## src/rtl/core/dfrc_pkg.sv

```systemverilog
`default_nettype none

package dfrc_pkg;

	// input item modes
	localparam logic [1:0] MODE_START = 2'd0;
	localparam logic [1:0] MODE_BYTE  = 2'd1;
	localparam logic [1:0] MODE_TICK  = 2'd2;

	// final status codes
	localparam logic [2:0] STATUS_OK       = 3'd0;
	localparam logic [2:0] STATUS_MISMATCH = 3'd1;
	localparam logic [2:0] STATUS_ACK_ERR  = 3'd2;
	localparam logic [2:0] STATUS_DEVICE   = 3'd3;
	localparam logic [2:0] STATUS_TIMEOUT  = 3'd4;

	// result kinds
	localparam logic KIND_DATA   = 1'b0;
	localparam logic KIND_STATUS = 1'b1;

	// configuration register indexes
	localparam logic [2:0] REG_LEVEL_TWO    = 3'd0;
	localparam logic [2:0] REG_END_BLOCK    = 3'd1;
	localparam logic [2:0] REG_HEADER_LEN   = 3'd2;
	localparam logic [2:0] REG_TIMEOUT      = 3'd3;
	localparam logic [2:0] REG_NORMAL_END   = 3'd4;
	localparam logic [2:0] REG_ERROR_END    = 3'd5;

	localparam logic [7:0] LINE_FEED   = 8'h0a;
	localparam logic [7:0] CHAR_NINE   = 8'h39;
	localparam logic [7:0] CHAR_ZERO   = 8'h30;
	localparam logic [7:0] ALPHA_SHIFT = 8'd7;
	localparam logic [5:0] IDLE_MAX    = 6'd63;
	localparam logic [8:0] POS_MAX     = 9'd511;

	typedef struct packed {
		logic       level_two;
		logic [7:0] end_block_char;
		logic [7:0] header_length;
		logic [5:0] timeout_seconds;
		logic [7:0] normal_end_code;
		logic [7:0] error_end_code;
	} cfg_t;

	typedef struct packed {
		logic       valid;
		logic       kind;
		logic [7:0] value;
		logic [2:0] status;
	} result_t;

	// ascii hex character to nibble, letters either case above '9'
	function automatic logic [3:0] hex_digit(input logic [7:0] c);
		logic [7:0] v;
		v = (c > CHAR_NINE) ? (c - ALPHA_SHIFT) : c;
		v = v - CHAR_ZERO;
		return v[3:0];
	endfunction

endpackage

`default_nettype wire

```

## src/rtl/core/dfrc_rx_engine.sv

```systemverilog
`default_nettype none

module dfrc_rx_engine (
	input  wire logic            clk,
	input  wire logic            arst_n,
	input  wire logic            take,
	input  wire logic [1:0]      mode,
	input  wire logic [7:0]      rx_byte,
	input  wire dfrc_pkg::cfg_t  cfg,
	output dfrc_pkg::result_t    res
);

	typedef enum logic [2:0] {
		PH_IDLE,
		PH_ACK,
		PH_REASON,
		PH_HEADER,
		PH_DATA,
		PH_CHECK
	} phase_t;

	phase_t      phase_q, phase_d;
	logic [15:0] sum_q, sum_d;
	logic [8:0]  pos_q, pos_d;
	logic [3:0]  digit_q [4];
	logic [2:0]  dcount_q, dcount_d;
	logic [5:0]  idle_q, idle_d;
	logic        digit_wr;
	logic [5:0]  idle_inc;
	logic [15:0] check_code;

	// check value: first pair is the low byte, second pair the high byte
	assign check_code = {digit_q[2], digit_q[3], digit_q[0], digit_q[1]};
	assign idle_inc   = (idle_q < dfrc_pkg::IDLE_MAX) ? (idle_q + 6'd1) : idle_q;

	// next state and result for the item being transferred
	always_comb begin
		phase_d  = phase_q;
		sum_d    = sum_q;
		pos_d    = pos_q;
		dcount_d = dcount_q;
		idle_d   = idle_q;
		digit_wr = 1'b0;
		res      = '0;
		case (mode)
			dfrc_pkg::MODE_START: begin
				phase_d  = PH_ACK;
				sum_d    = '0;
				pos_d    = '0;
				dcount_d = '0;
				idle_d   = '0;
			end
			dfrc_pkg::MODE_TICK: begin
				if (phase_q != PH_IDLE) begin
					idle_d = idle_inc;
					if (idle_inc >= cfg.timeout_seconds) begin
						phase_d    = PH_IDLE;
						res.valid  = 1'b1;
						res.kind   = dfrc_pkg::KIND_STATUS;
						res.status = dfrc_pkg::STATUS_TIMEOUT;
					end
				end
			end
			dfrc_pkg::MODE_BYTE: begin
				if (phase_q != PH_IDLE) begin
					idle_d = '0;
				end
				case (phase_q)
					PH_IDLE: begin
					end
					PH_ACK: begin
						if (rx_byte == cfg.error_end_code && cfg.level_two) begin
							phase_d = PH_REASON;
						end else if (rx_byte != cfg.normal_end_code) begin
							phase_d    = PH_IDLE;
							res.valid  = 1'b1;
							res.kind   = dfrc_pkg::KIND_STATUS;
							res.status = dfrc_pkg::STATUS_ACK_ERR;
						end else begin
							phase_d = cfg.level_two ? PH_HEADER : PH_DATA;
						end
					end
					PH_REASON: begin
						phase_d    = PH_IDLE;
						res.valid  = 1'b1;
						res.kind   = dfrc_pkg::KIND_STATUS;
						res.value  = rx_byte;
						res.status = dfrc_pkg::STATUS_DEVICE;
					end
					PH_HEADER: begin
						if (rx_byte == dfrc_pkg::LINE_FEED) begin
							phase_d = PH_DATA;
						end
					end
					PH_DATA: begin
						sum_d = sum_q + {8'd0, rx_byte};
						if (pos_q < dfrc_pkg::POS_MAX) begin
							pos_d = pos_q + 9'd1;
						end
						if (rx_byte == cfg.end_block_char) begin
							phase_d = PH_CHECK;
						end
						// bytes past the header go out
						if (pos_q >= {1'b0, cfg.header_length}) begin
							res.valid = 1'b1;
							res.kind  = dfrc_pkg::KIND_DATA;
							res.value = rx_byte;
						end
					end
					PH_CHECK: begin
						if (rx_byte == cfg.end_block_char) begin
							phase_d    = PH_IDLE;
							res.valid  = 1'b1;
							res.kind   = dfrc_pkg::KIND_STATUS;
							res.status = (dcount_q[2] && check_code == sum_q) ?
								dfrc_pkg::STATUS_OK : dfrc_pkg::STATUS_MISMATCH;
						end else if (!dcount_q[2]) begin
							digit_wr = 1'b1;
							dcount_d = dcount_q + 3'd1;
						end
					end
					default: begin
						phase_d = PH_IDLE;
					end
				endcase
			end
			default: begin
			end
		endcase
		if (!take) begin
			res.valid = 1'b0;
		end
	end

	// control state
	always_ff @(posedge clk or negedge arst_n) begin
		if (!arst_n) begin
			phase_q  <= PH_IDLE;
			sum_q    <= '0;
			pos_q    <= '0;
			dcount_q <= '0;
			idle_q   <= '0;
		end else if (take) begin
			phase_q  <= phase_d;
			sum_q    <= sum_d;
			pos_q    <= pos_d;
			dcount_q <= dcount_d;
			idle_q   <= idle_d;
		end
	end

	// checksum digits, held as nibbles; only read once all four are written
	always_ff @(posedge clk) begin
		if (take && digit_wr) begin
			digit_q[dcount_q[1:0]] <= dfrc_pkg::hex_digit(rx_byte);
		end
	end

endmodule

`default_nettype wire

```

## src/rtl/core/data_frame_receiver_checksum_top.sv

```systemverilog
`default_nettype none

// Frame receiver: takes one item per clock (start, received byte or one-second tick) and
// works it combinationally against the transfer state, placing at most one result
// (forwarded data byte or final status) in the output register. The input side stays
// ready while that register is empty or being emptied in the same cycle, so items flow
// back to back; in_ready drops only while a result waits and out_ready is low. Results
// are registered for the next cycle. There is no clearing pass after reset. Configuration
// writes are taken at once (cfg_ready is always high) and should only be made while idle.
module data_frame_receiver_checksum_top (
	input  wire logic       clk,
	input  wire logic       arst_n,
	// item input
	input  wire logic       in_valid,
	output logic            in_ready,
	input  wire logic [1:0] mode,
	input  wire logic [7:0] rx_byte,
	// result output
	output logic            out_valid,
	input  wire logic       out_ready,
	output logic            kind,
	output logic [7:0]      value,
	output logic [2:0]      status,
	// configuration writes
	input  wire logic       cfg_valid,
	output logic            cfg_ready,
	input  wire logic [2:0] cfg_index,
	input  wire logic [7:0] cfg_data
);

	dfrc_pkg::cfg_t    cfg_q;
	dfrc_pkg::result_t res;
	logic              in_xfer;
	logic              out_valid_q;
	logic              kind_q;
	logic [7:0]        value_q;
	logic [2:0]        status_q;

	assign in_ready  = !out_valid_q || out_ready;
	assign in_xfer   = in_valid && in_ready;
	assign cfg_ready = 1'b1;

	// configuration registers
	always_ff @(posedge clk or negedge arst_n) begin
		if (!arst_n) begin
			cfg_q.level_two       <= 1'b1;
			cfg_q.end_block_char  <= 8'd26;
			cfg_q.header_length   <= 8'd0;
			cfg_q.timeout_seconds <= 6'd30;
			cfg_q.normal_end_code <= 8'd6;
			cfg_q.error_end_code  <= 8'd21;
		end else if (cfg_valid) begin
			case (cfg_index)
				dfrc_pkg::REG_LEVEL_TWO:  cfg_q.level_two       <= cfg_data[0];
				dfrc_pkg::REG_END_BLOCK:  cfg_q.end_block_char  <= cfg_data;
				dfrc_pkg::REG_HEADER_LEN: cfg_q.header_length   <= cfg_data;
				dfrc_pkg::REG_TIMEOUT:    cfg_q.timeout_seconds <= cfg_data[5:0];
				dfrc_pkg::REG_NORMAL_END: cfg_q.normal_end_code <= cfg_data;
				dfrc_pkg::REG_ERROR_END:  cfg_q.error_end_code  <= cfg_data;
				default: begin
				end
			endcase
		end
	end

	dfrc_rx_engine u_engine (
		.clk     (clk),
		.arst_n  (arst_n),
		.take    (in_xfer),
		.mode    (mode),
		.rx_byte (rx_byte),
		.cfg     (cfg_q),
		.res     (res)
	);

	// output register valid
	always_ff @(posedge clk or negedge arst_n) begin
		if (!arst_n) begin
			out_valid_q <= 1'b0;
		end else if (res.valid) begin
			out_valid_q <= 1'b1;
		end else if (out_ready) begin
			out_valid_q <= 1'b0;
		end
	end

	// output register payload
	always_ff @(posedge clk) begin
		if (res.valid) begin
			kind_q   <= res.kind;
			value_q  <= res.value;
			status_q <= res.status;
		end
	end

	assign out_valid = out_valid_q;
	assign kind      = kind_q;
	assign value     = value_q;
	assign status    = status_q;

endmodule

`default_nettype wire

```

## config.mk

```make
export PLATFORM = sky130hd
export DESIGN_NAME = data_frame_receiver_checksum_top
export DESIGN_NICKNAME = d
export VERILOG_FILES = /design/src/rtl/core/dfrc_pkg.sv /design/src/rtl/core/dfrc_rx_engine.sv /design/src/rtl/core/data_frame_receiver_checksum_top.sv
export SDC_FILE = /design/constraint.sdc
export NUM_CORES = 1
export LEC_CHECK = 0
export BUFFER_PORTS_ARGS = -buffer_cell sky130_fd_sc_hd__buf_2
export CAP_MARGIN = 40
export CELL_PAD_IN_SITES_DETAIL_PLACEMENT = 1
export CELL_PAD_IN_SITES_GLOBAL_PLACEMENT = 1
export CORE_ASPECT_RATIO = 0.8
export CORE_MARGIN = 2
export CORE_UTILIZATION = 40
export DETAILED_ROUTE_END_ITERATION = 12
export GPL_TIMING_DRIVEN = 0
export HOLD_SLACK_MARGIN = 0.02
export PLACE_DENSITY = 0.65
export SETUP_SLACK_MARGIN = 0.3
export SYNTH_ARGS = -nofsm -noshare
export SYNTH_HDL_FRONTEND = slang
export SYNTH_SLANG_ARGS = --single-unit
export TNS_END_PERCENT = 5
```

## constraint.sdc

```tcl
create_clock -name clk -period 3.3 [get_ports clk]
set_input_delay 0.66 -clock clk [delete_from_list [all_inputs] [get_ports clk]]
set_output_delay 0.66 -clock clk [all_outputs]
set_load 0.02 [all_outputs]
```

[Word level (Yosys, flattened, before mapping)]
Memories as Yosys holds them, arrays and structs flattened.
Cells that the tools add are included.
Storage, ports and cells
  register bits after elaboration: 89
  bits in latches: 0
  memory bits (writable): 16
  memory bits (read-only): 0
  word-level logic and storage cells: 132
  memories kept: 1
Memories
  u_engine.digit_q: depth 4, bits a word 4, rd ports 4, clocked after Yosys merged registers in 0, write ports 1, line dfrc_rx_engine.sv:25  | logic [3:0] digit_q [4];
Cells by class
  add/subtract/negate cells: 6
  multiply operators: 0
  div/mod/pow operators: 0
  $lt $le $gt $ge: 5
  eq/ne operators: 29
  shift-type cells: 0
  muxes and demuxes: 50
  bitwise logic cells: 0
  reductions and logical operators: 25
Operators by type and width (count)
  two-way mux 3 bit: 15
  case mux 16 bit (2 select lines): 1
  two-way mux 6 bit: 3
  two-way mux 9 bit: 2
  case mux 3 bit (3 select lines): 2
  case mux 6 bit (3 select lines): 1
  case mux 9 bit (2 select lines): 1
  adder 16 x 8 -> 16 bit: 1
  equality test 16 bit: 1
  equality test 8 bit: 2
  two-way mux 16 bit: 1
  case mux 8 bit (2 select lines): 1
  case mux 3 bit (5 select lines): 1
  equality test 3 x 2 -> 1 bit, second input constant: 4
  equality test 3 bit, second input constant: 4
  two-way mux 2 bit: 6
  case mux 3 bit (2 select lines): 2
  AND reduction 2 bit: 6
  AND reduction 4 bit: 3
  two-way mux 1 bit: 10
  two-way mux 10 bit: 1
  inequality test 2 bit, second input constant: 5
  adder 9 x 1 -> 9 bit, second input constant: 1
  greater-or-equal comparator 9 x 8 -> 1 bit: 1
  28 further kinds: 40

[Longest topological paths before layout]
  depth after elaboration: 8
  gate-level depth with buffers: 12
  gate-level depth less buffers: 12

[Modules after synthesis]
A second synthesis with hierarchy kept.
Second synthesis, totals
  cells, all modules: 548
  area total of the unflattened synthesis: 6249.7 um2
By module, submodules not included
  dfrc_rx_engine: instances 1, cells each 443, area each 4202.8 um2, sequential area each 1406.3 um2
  data_frame_receiver_checksum_top: instances 1, cells each 105, area each 2047.0 um2, sequential area each 1377.6 um2

[Worst setup path before layout]
Ideal clock, no wire load.
  path kind: flip-flop to flip-flop
  from: register u_engine.idle_q[0]
  to: register kind_q, in the netlist kind (enable)
  library setup time: 0.359 ns
  arrival time: 2.550 ns
  data required time: 2.941 ns
  path slack: 0.391 ns
  cell stages (with the launch flop): 12
  path buffers: 0
  clock period less this slack: 2.909 ns
  cell sequence: dfrtp_1 > ha_1 > and2_1 > nand4_1 > mux2_2 > ha_1 > nand2_1 > o21ai_1 > a221o_1 > nand3_1 > a21oi_1 > nand2b_1
RTL lines
  from (decl): line dfrc_rx_engine.sv:27  | logic [5:0] idle_q, idle_d;
  from (signal assigned): line dfrc_rx_engine.sv:148  | idle_q <= idle_d;
  to (signal assigned): line data_frame_receiver_checksum_top.sv:90  | kind_q <= res.kind;
  to (decl): line data_frame_receiver_checksum_top.sv:35  | logic kind_q;

==> out/results.tsv <==
metric	value	unit
setup_viol	0	
viasPerCell	5.324	
dieHeight	112.9	um
synth_cells	548	
violations	DRC	
startpoint_type	flip-flop	
cp_slowest_cell	dfrtp_1	
layout.cells.non_filler	796	
ff2ff_setup_slack	370	ps
cp.buffers_inverters	1	
synth_top_family_by_area	simple AND/OR/NAND/NOR gates	
yosys-top-cells-area	dfrtp_1, edfxtp_1, ha_1, xnor2_1, mux2_2	
nets	670	
synth_cell_types	65	
cp_cell_sequence	ha_2 -> and2_4 -> nand4_1 -> buf_6 -> mux2_4 -> ha_4 -> nand2_1 -> o21ai_4 -> a221o_1 -> nand3_2 -> a21oi_4 -> nand2b_4	
max_freq	341.3	MHz
first_pass_iters	9	
grt_max_degree	51	
maxCapViolations	0	
synth_area	5932	sq um
antenna_found_initial	0	
drt-initial-drc-count	205	
grtUsageTotal	20.26	%
cts_sinks	105	
ctsHoldBuffers	0	
grt_pass1_vias	4477	
end_kind	flip-flop	
portBuffers	39	
layout-drive-gt1-share	24.02	%
cts_tree	done	
status	finished with violations	
slew_violations	0	
yosysSeqAreaShare	46.93	%
cp.required	3360	ps
syn_nets	611	
multi_input_area	3054	sq um
max_stage_delay	410	ps
dp.cells	772	
synth-seq-cells	105	
yosys.area.top_type	dfrtp_1	
ys.flop_type	dfrtp_1	
wirelength	15130	um
clk_latency	360	ps
cp.arrival	2990	ps
syn_to_final_growth	14.93	%
worst_slack	369.9	ps
power.leakage	2.910	nW
post-place-ws	-190.4	ps
r2r_cells	12	
initial_core_util	41.21	%
crit_fanout	6	
register_area	2784	sq um
max_slew_margin	51.74	%
die_width	140.2	um
startpoint	u_engine.idle_q[1]$_DFFE_PN0P_	
finalHoldViolCount	0	
vdd_ir_drop_max	0.2595	mV
clk_pin_slew	70	ps
rsz0062_at_grt	false	
synth_fa_ha_area_share	7.931	%
ant_nets	0	
row_count	39	
synthMuxAreaShare	7.614	%
fillers	1589	
gp_congestion	0.8429	
fin_crit	2930	ps
numCtsBuffers	9	
synth_top_area_share	27.00	%
skew	10.19	ps
crit_cells	12	
synth_edf_count	28	
clockBufferDepth	2	
globalRouteOverflowTotal	0	
powerDensity	504.4	nW/um^2
synth_compound_area_share	8.690	%
core-area	14400	sq um
synth_warnings	0	
critical_path_class	flip-flop to flip-flop	
antenna_cells	0	
synthArstFlopShare	73.33	%
num_io_pins	41	
rr_startpoint	u_engine.idle_q[1]$_DFFE_PN0P_	
hp-class	primary input to asynchronous set/reset pin	
wl_per_cell	19.01	um
fin_crit_sh	88.79	%
crit_family	simple AND/OR/NAND/NOR gates	
drc	2	
syn_area_per_cell	10.82	sq um
yosys.area_share.simple	15.99	%
worstMarginPinSlew	719.9	ps
root_buffer	clkbuf_16	
dieArea	15830	sq um
synthXorXnorAreaFrac	9.449	%
grt_pass1_wl	24830	um
dr_total_vias	4238	
dp_hpwl	11480	um
cts_max_level	3	
power breakdown:
| group | leakage (nW) | internal (mW) | switching, mW |
|---|---|---|---|
| logic | 1.55 | 0.353 | 0.431 |
| registers | 1.22 | 1.51 | 0.118 |
| clock network | 0.137 | 0.527 | 0.495 |
synthesized netlist by cell type (all sizes together), types with 2 or more instances:
cell,instances
a2111oi,2
a211oi,2
a21o,5
a21oi,15
a22o,5
a31oi,3
a41oi,2
and2,12
and3,6
and4bb,3
buf,11
clkbuf,5
dfrtp,64
dfstp,13
edfxtp,28
ha,36
inv,26
mux2,38
mux2i,2
nand2,45
nand2b,7
nand3,22
nand4,13
nor2,45
nor2b,7
nor3,11
nor4,4
o211ai,3
o21ai,25
o31ai,4
or3,2
xnor2,49
xor2,15
registers in the layout, indices dropped and copies added, names as in the netlist, 3 cells and up:
signal and cells:
cfg_q 39, status 3, u_engine.dcount_q 3, u_engine.digit_q 16
u_engine.idle_q 6, u_engine.phase_q 3, u_engine.pos_q 9, u_engine.sum_q 16
value 8
layout by cell type, fill, tap and decap left out, drive strengths merged, types with 2 or more instances in the layout:
cell / Yosys / layout
dfrtp: 64 / 64
xor2: 15 / 15
nand2: 45 / 45
nor4: 4 / 4
and3: 6 / 6
mux2i: 2 / 2
and2: 12 / 12
a21o: 5 / 5
nor3: 11 / 11
clkbuf: 5 / 15
o31ai: 4 / 4
ha: 36 / 36
or3: 2 / 2
a41oi: 2 / 2
mux2: 38 / 38
o211ai: 3 / 3
nand4: 13 / 13
inv: 26 / 27
and4bb: 3 / 3
nor2b: 7 / 7
clkinv: 0 / 5
a2111oi: 2 / 2
dfstp: 13 / 13
nor2: 45 / 45
nand3: 22 / 22
buf: 11 / 58
a22o: 5 / 5
a31oi: 3 / 3
nand2b: 7 / 8
o21ai: 25 / 25
a211oi: 2 / 2
a21oi: 15 / 15
xnor2: 49 / 49
edfxtp: 28 / 28
logic make-up after synthesis:
kind of cell / after synthesis
AND/OR/NAND/NOR: 185
flip-flops: 105
AO/OA/AOI/OAI: 74
XOR/XNOR: 64
buffers and inverters: 42
multiplexers: 40
adder cells (fa/ha/maj): 37
other: 1
layout make-up:
type / instances / area share, %
sequential: 105 / 40.83
tap: 184 / 3.377
timing repair buffer: 47 / 4.129
clock inverter: 6 / 0.4588
clock buffer: 10 / 3.505
multi-input combinational: 402 / 44.80
inverter: 26 / 1.431
buffer: 16 / 1.468
timing repair:
item,in CTS,in global routing
pin swaps,6,3
endpoints found under the setup margin,15,15
buffers inserted,3,4
cloned,1,0
resized for setup,15,4
worst paths after layout:
path,to
min,u_engine.dcount_q[1]$_DFFE_PN0P_
min in group clk,cfg_q[16]$_DFFE_PN0P_
max,status[0]$_DFFE_PP_
min reg2reg,cfg_q[16]$_DFFE_PN0P_
max reg2reg,status[0]$_DFFE_PP_
max in group asynchronous,cfg_q[31]$_DFFE_PN1P_
layer usage:
| layer | part of all wire (%) | GRT usage [%] | routed length (um) | vias up |
|---|---|---|---|---|
| met2 | 46 | 31.86 | 6914 | 47 |
| met3 | 2.4 | 3.216 | 369 | 13 |
| met4 | 1.2 | 4.781 | 176 | 0 |
| li1 | - | - | - | 2044 |
| met1 | 51 | 29.62 | 7669 | 2134 |
| met5 | 0 | 0 | 0 | - |
per-stage QoR:
step	util (%)	setup TNS [ps]	cell area, sq um	hold WS [ps]	power (mW)
2_1_floorplan	-	0	5932	364.4	2.156
3_3_place_gp	44.16	-1454	6357	494.6	2.351
3_5_place_dp	44.37	-2279	6387	508.1	2.407
4_1_cts	46.96	0	6760	257.2	3.455
5_1_grt	47.36	0	6818	261.7	3.633
6_report	47.36	0	6818	237.7	3.439
(Power assumes the default switching activity.)
